<file path="src/generational_handle_table_defines.svh">
// assertion macros for the generational handle table
`ifndef GENERATIONAL_HANDLE_TABLE_DEFINES_SVH
`define GENERATIONAL_HANDLE_TABLE_DEFINES_SVH

`ifndef SYNTHESIS

// same-cycle implication, checked out of reset
`define GHT_ASSERT_IMP(lbl, clk, rstn, ante, cons) \
	lbl: assert property (@(posedge clk) disable iff (!rstn) (ante) |-> (cons)) \
		else $error("implication check failed");

// next-cycle implication, checked out of reset
`define GHT_ASSERT_NEXT(lbl, clk, rstn, ante, cons) \
	lbl: assert property (@(posedge clk) disable iff (!rstn) (ante) |=> (cons)) \
		else $error("next-cycle check failed");

`else

`define GHT_ASSERT_IMP(lbl, clk, rstn, ante, cons)
`define GHT_ASSERT_NEXT(lbl, clk, rstn, ante, cons)

`endif

`endif

</file>
<file path="src/ght_pkg.sv">
// shared types and constants of the generational handle table
package ght_pkg;

	localparam int unsigned DEFAULT_SLOTS = 1024;
	localparam int unsigned SLOT_BITS     = 16;
	localparam int unsigned GEN_BITS      = 15;
	localparam int unsigned REF_BITS      = 64;
	localparam int unsigned HANDLE_BITS   = 32;

	localparam logic [GEN_BITS-1:0] GEN_LIMIT = 15'h752f;
	localparam logic [GEN_BITS-1:0] GEN_FIRST = 15'h0001;

	typedef enum logic [1:0] {
		CMD_INSERT = 2'd0,
		CMD_LOOKUP = 2'd1,
		CMD_REMOVE = 2'd2
	} cmd_t;

	typedef enum logic [1:0] {
		STAT_OK        = 2'd0,
		STAT_RANGE     = 2'd1,
		STAT_NOT_FOUND = 2'd2
	} status_t;

	typedef enum logic [1:0] {
		S_CLEAR,
		S_IDLE,
		S_EXEC
	} state_t;

	// controller to datapath
	typedef struct packed {
		logic clear_wr;
		logic load;
		logic commit;
	} ctl_t;

	// datapath to controller
	typedef struct packed {
		logic clear_last;
	} dp_stat_t;

endpackage

</file>
<file path="src/ght_ctrl.sv">
// sequencer of the handle table: clearing pass, accept, execute
module ght_ctrl (
	input  logic              clk,
	input  logic              arst_n,
	input  logic              s_tvalid,
	output logic              s_tready,
	output logic              m_tvalid,
	input  logic              m_tready,
	input  ght_pkg::dp_stat_t dp_stat,
	output ght_pkg::ctl_t     ctl
);

	ght_pkg::state_t state_q, state_d;
	logic            out_valid_q;

	always_ff @(posedge clk or negedge arst_n) begin
		if (!arst_n) begin
			state_q     <= ght_pkg::S_CLEAR;
			out_valid_q <= 1'b0;
		end else begin
			state_q <= state_d;
			if (ctl.commit) begin
				out_valid_q <= 1'b1;
			end else if (m_tready) begin
				out_valid_q <= 1'b0;
			end
		end
	end

	always_comb begin
		state_d      = state_q;
		ctl          = '0;
		s_tready     = 1'b0;
		unique case (state_q)
			ght_pkg::S_CLEAR: begin
				ctl.clear_wr = 1'b1;
				if (dp_stat.clear_last) begin
					state_d = ght_pkg::S_IDLE;
				end
			end
			ght_pkg::S_IDLE: begin
				s_tready = 1'b1;
				if (s_tvalid) begin
					ctl.load = 1'b1;
					state_d  = ght_pkg::S_EXEC;
				end
			end
			ght_pkg::S_EXEC: begin
				// wait for room in the output register
				if (!out_valid_q || m_tready) begin
					ctl.commit = 1'b1;
					state_d    = ght_pkg::S_IDLE;
				end
			end
			default: begin
				state_d = ght_pkg::S_CLEAR;
			end
		endcase
	end

	assign m_tvalid = out_valid_q;

endmodule

</file>
<file path="config.mk">
export PLATFORM = sky130hd
export DESIGN_NAME = ght_ctrl
export DESIGN_NICKNAME = d
export VERILOG_FILES = /design/src/generational_handle_table_defines.svh /design/src/ght_pkg.sv /design/src/ght_ctrl.sv
export SDC_FILE = /design/constraint.sdc
export NUM_CORES = 1
export LEC_CHECK = 0
export BUFFER_PORTS_ARGS = -buffer_cell sky130_fd_sc_hd__buf_4
export CAP_MARGIN = 20
export CORE_AREA = 2 2 39 41
export CTS_CLUSTER_DIAMETER = 60
export DETAILED_ROUTE_END_ITERATION = 12
export DIE_AREA = 0 0 41 43
export PLACE_DENSITY = 0.3
export RECOVER_POWER = 100
export SLEW_MARGIN = 0
export SYNTH_ARGS = -nofsm -noshare
export SYNTH_HDL_FRONTEND = slang
export SYNTH_SLANG_ARGS = --single-unit
export TNS_END_PERCENT = 5
</file>
<file path="constraint.sdc">
create_clock -name clk -period 1.3 [get_ports clk]
set_input_delay 0.13 -clock clk [delete_from_list [all_inputs] [get_ports clk]]
set_output_delay 0.13 -clock clk [all_outputs]
set_load 0.02 [all_outputs]
</file>
**After elaboration in Yosys (flattened, before gate mapping)**

Cells that the tools add are included.

- Register bits after elaboration: 3
- Input bits: 5
- Word-level logic and storage cells: 24

- Eq/ne operators: 5
- Multiplexer cells: 12
- Reduce and logical (&&, ||, !) cells: 5

Operators with widths:

| kind | count |
|---|---|
| two-way mux 1 bit | 8 |
| two-way mux 2 bit | 3 |
| inequality test 2 bit (second input constant) | 3 |
| case mux 2 bit (3 select lines) | 1 |
| AND reduction 3 bit | 1 |
| equality test 2 x 1 -> 1 bit (second input constant) | 1 |
| equality test 2 bit (second input constant) | 1 |
| logical NOT 2 bit | 1 |
| nonzero test 2 bit | 1 |
| logical NOT 1 bit | 1 |
| logical OR 1 bit | 1 |

**Longest topological paths before layout**

- Depth in word-level cells: 5
- Depth in mapped cells: 2

**Worst setup path after synthesis**

Ideal clock, no wire load.

- Path type: register to output
- Start point: reg state_q[0]
- End point: out ctl[0] (netlist name)
- Data arrival time: 880 ps
- Required time: 1,170 ps
- Setup slack: 290 ps
- Cell stages (with the launch flop): 3
- Path buffers: 0
- Cell sequence: dfrtp_1 > nand2b_1 > a21oi_1

RTL lines:

| what | line | RTL |
|---|---|---|
| start, declared | ght_ctrl.sv:13 | `ght_pkg::state_t state_q, state_d;` |
| start signal, assigned | ght_ctrl.sv:18 | `state_q <= ght_pkg::S_CLEAR;` |
| start signal, assigned | ght_ctrl.sv:21 | `state_q <= state_d;` |
| end, declared | ght_ctrl.sv:10 | `output ght_pkg::ctl_t ctl` |

==> run metrics <==
outcome=finished clean; CTS buffer count=3; Clock Sinks=3; maximum clock frequency=about 810 MHz; Area growth syn-to-layout=69.7%; Detailed Routing Iterations Pass 1=2; fin crit period=~1200 ps; # IOs=10; Core Area=approximately 1400 µm²; DR vias/cell=3.61; share of cells above drive strength 1=a little under a third; Async SR Flop Fraction=100%; CP endpoint kind=output pin; WP data arrival=between 1000 and 1500 ps; grt total ovfl=0; Ant. Diodes=0; DRT Wirelength=approximately 400 µm; initial antenna violation count=0; Clk pin slew, worst setup/hold paths=around 40 ps; ranking of synthesized cells by area=dfrtp_1 (49%), inv_1 (7.4%), and3b_2 (6.6%), and3b_1 (5.7%), o32ai_1 (5.7%); Distinct cells, synth=11; most frequent cells after synthesis=dfrtp_1 (3), inv_1 (3), nor2_1 (2); worst slew pin tran=between 200 and 300 ps; mean post-synth cell area=9.54 µm²; Wirelength per Cell=~8.7 µm; cell area after placement=240 µm²; vias in the first global route=around 160; CTS tree=yes; Final GP Congestion=~0.64; number of setup violations in the final report=0; Die H=43 µm; syn nets=21; Die Width=~40 µm; hold violation count in the final report=0; Synth Warn #=0; antenna-violating nets left=0; H-tree depth=1; CP startpoint kind=flop; Cell Area, Synth=between 150 and 200 µm²; DR DRC count=0; Overall Global Routing Usage=under 10%; die area=1760 µm²; Synth top area share=slightly below 50%; P_leak=about 0.13 nW; part of the Yosys area used for sequential elements=approximately half; Max Root-Sink Buffers=2; Yosys top cell by area=dfrtp_1; later-pin clock latency in the skew report=230 ps; clock root buffer=clkbuf_4; unrepaired setup endpoints after global routing=no; max_slew headroom=82.5%; pin count of the biggest net entering global routing=8; pwr dens=approximately 2400 nW/µm²; global-route wire length before repair=614 µm; setup TNS=0 ps; CP required=around 1200 ps; DR vias=~170; final instance area=259 µm²; Max Clock Skew=~1.4 ps; Port Buf Inserts=9; Site Rows=14; Starting Density=~11%; Core Util, Final=a little under a fifth; max cap viols=0; final worst-path cycle share=94.4%; Syn Inst Count=16; EDFF count, synth=0; DRT iter0 DRCs=4; maximum VDD drop=approximately 0.00095 V; Yosys reg bits=3; final-report max-slew violation count=0; CP max FO=7; nets=36; Synth Flop Type=dfrtp_1; Setup Crit Path Kind=reg -> out; worst hold-check path type=in -> reg
-- power breakdown --
part	internal [W]	switching (W)
sequential	0.000135	0.0000455
clock	0.000115	0.0000497
combinational	0.0000993	0.000171
total	0.000350	0.000266
-- cell usage in the layout (no fill, tap or decap) --
| cell type | synthesis | layout |
|---|---|---|
| inv_1 | 3 | 3 |
| nor2_1 | 2 | 2 |
| clkbuf_4 | 0 | 3 |
| buf_4 | 0 | 4 |
| a21oi_1 | 1 | 1 |
| clkbuf_2 | 0 | 1 |
| and3b_1 | 1 | 1 |
| o21ai_0 | 1 | 1 |
| nand2b_1 | 1 | 1 |
| clkbuf_1 | 0 | 5 |
| o21bai_1 | 1 | 1 |
| o32ai_1 | 1 | 1 |
| dlygate4sd3_1 | 0 | 1 |
| dfrtp_1 | 3 | 3 |
| a21o_1 | 1 | 1 |
| and3b_2 | 1 | 1 |
-- routing by layer --
layer  vias up  wire length, µm  GRT usage, %  part of all wire [%]
met5         -                0             0                     0
met2        10              145          5.00                    36
met4         0                0          6.00                     0
met3         0               48          3.14                    12
met1        74              205          8.14                    51
li1         82                -             -                     -
-- repair_timing --
action	in CTS	in global routing
setup buffers	0	0
hold buffers	1	0
resized for setup	0	0
hold endpoints to repair	3	0
-- through the flow --
stage	worst slack (ps)	cells	hold slack [ps]	total power [W]
floorplan	290	16	-166	0.000358
global placement	322	41	-78.8	0.000503
detailed placement	330	41	-78.9	0.000503
CTS	59.2	46	89.9	0.000682
global route	17.1	46	101	0.000670
finish	72.5	46	104	0.000616
-- cell families after synthesis --
logic type | after synthesis | share of synthesized area (%)
compound gates | 5 | 22.1
buf+inv | 3 | 7.38
flops | 3 | 49.2
simple gates | 5 | 21.3
-- sequential cells by signal (all words and copies together), names as in the netlist --
register  cells
state_q       2
m_tvalid      1
-- area by class of cell --
type                       count  area [µm²]
clock buffer                   4        26.3
fill                         158        1120
inverter                       3        11.3
multi-input combinational     10        66.3
sequential                     3        75.1
tap                           16        20.0
timing repair buffer          10        60.1
-- worst max-delay path, stage by stage, from the launching register on --
cell,delay [ps]
dfrtp_1,430
and3b_1,270
clkbuf_2,170
-- final timing paths --
kind                                   startpoint                      to  slack (ps)  depth (start not counted)
min reg2reg                  m_tvalid$_DFFE_PN0P_    m_tvalid$_DFFE_PN0P_         560                          2
max reg2reg                state_q[1]$_DFFE_PN0P_  state_q[1]$_DFFE_PN0P_         340                          2
min in group asynchronous                  arst_n  state_q[0]$_DFFE_PN0P_         230                          2
min                                      s_tvalid  state_q[0]$_DFFE_PN0P_         100                          2
max in group asynchronous                  arst_n  state_q[1]$_DFFE_PN0P_         920                          2
max                        state_q[1]$_DFFE_PN0P_                  ctl[1]          70                          2
Power figures use the tool's default switching activity.
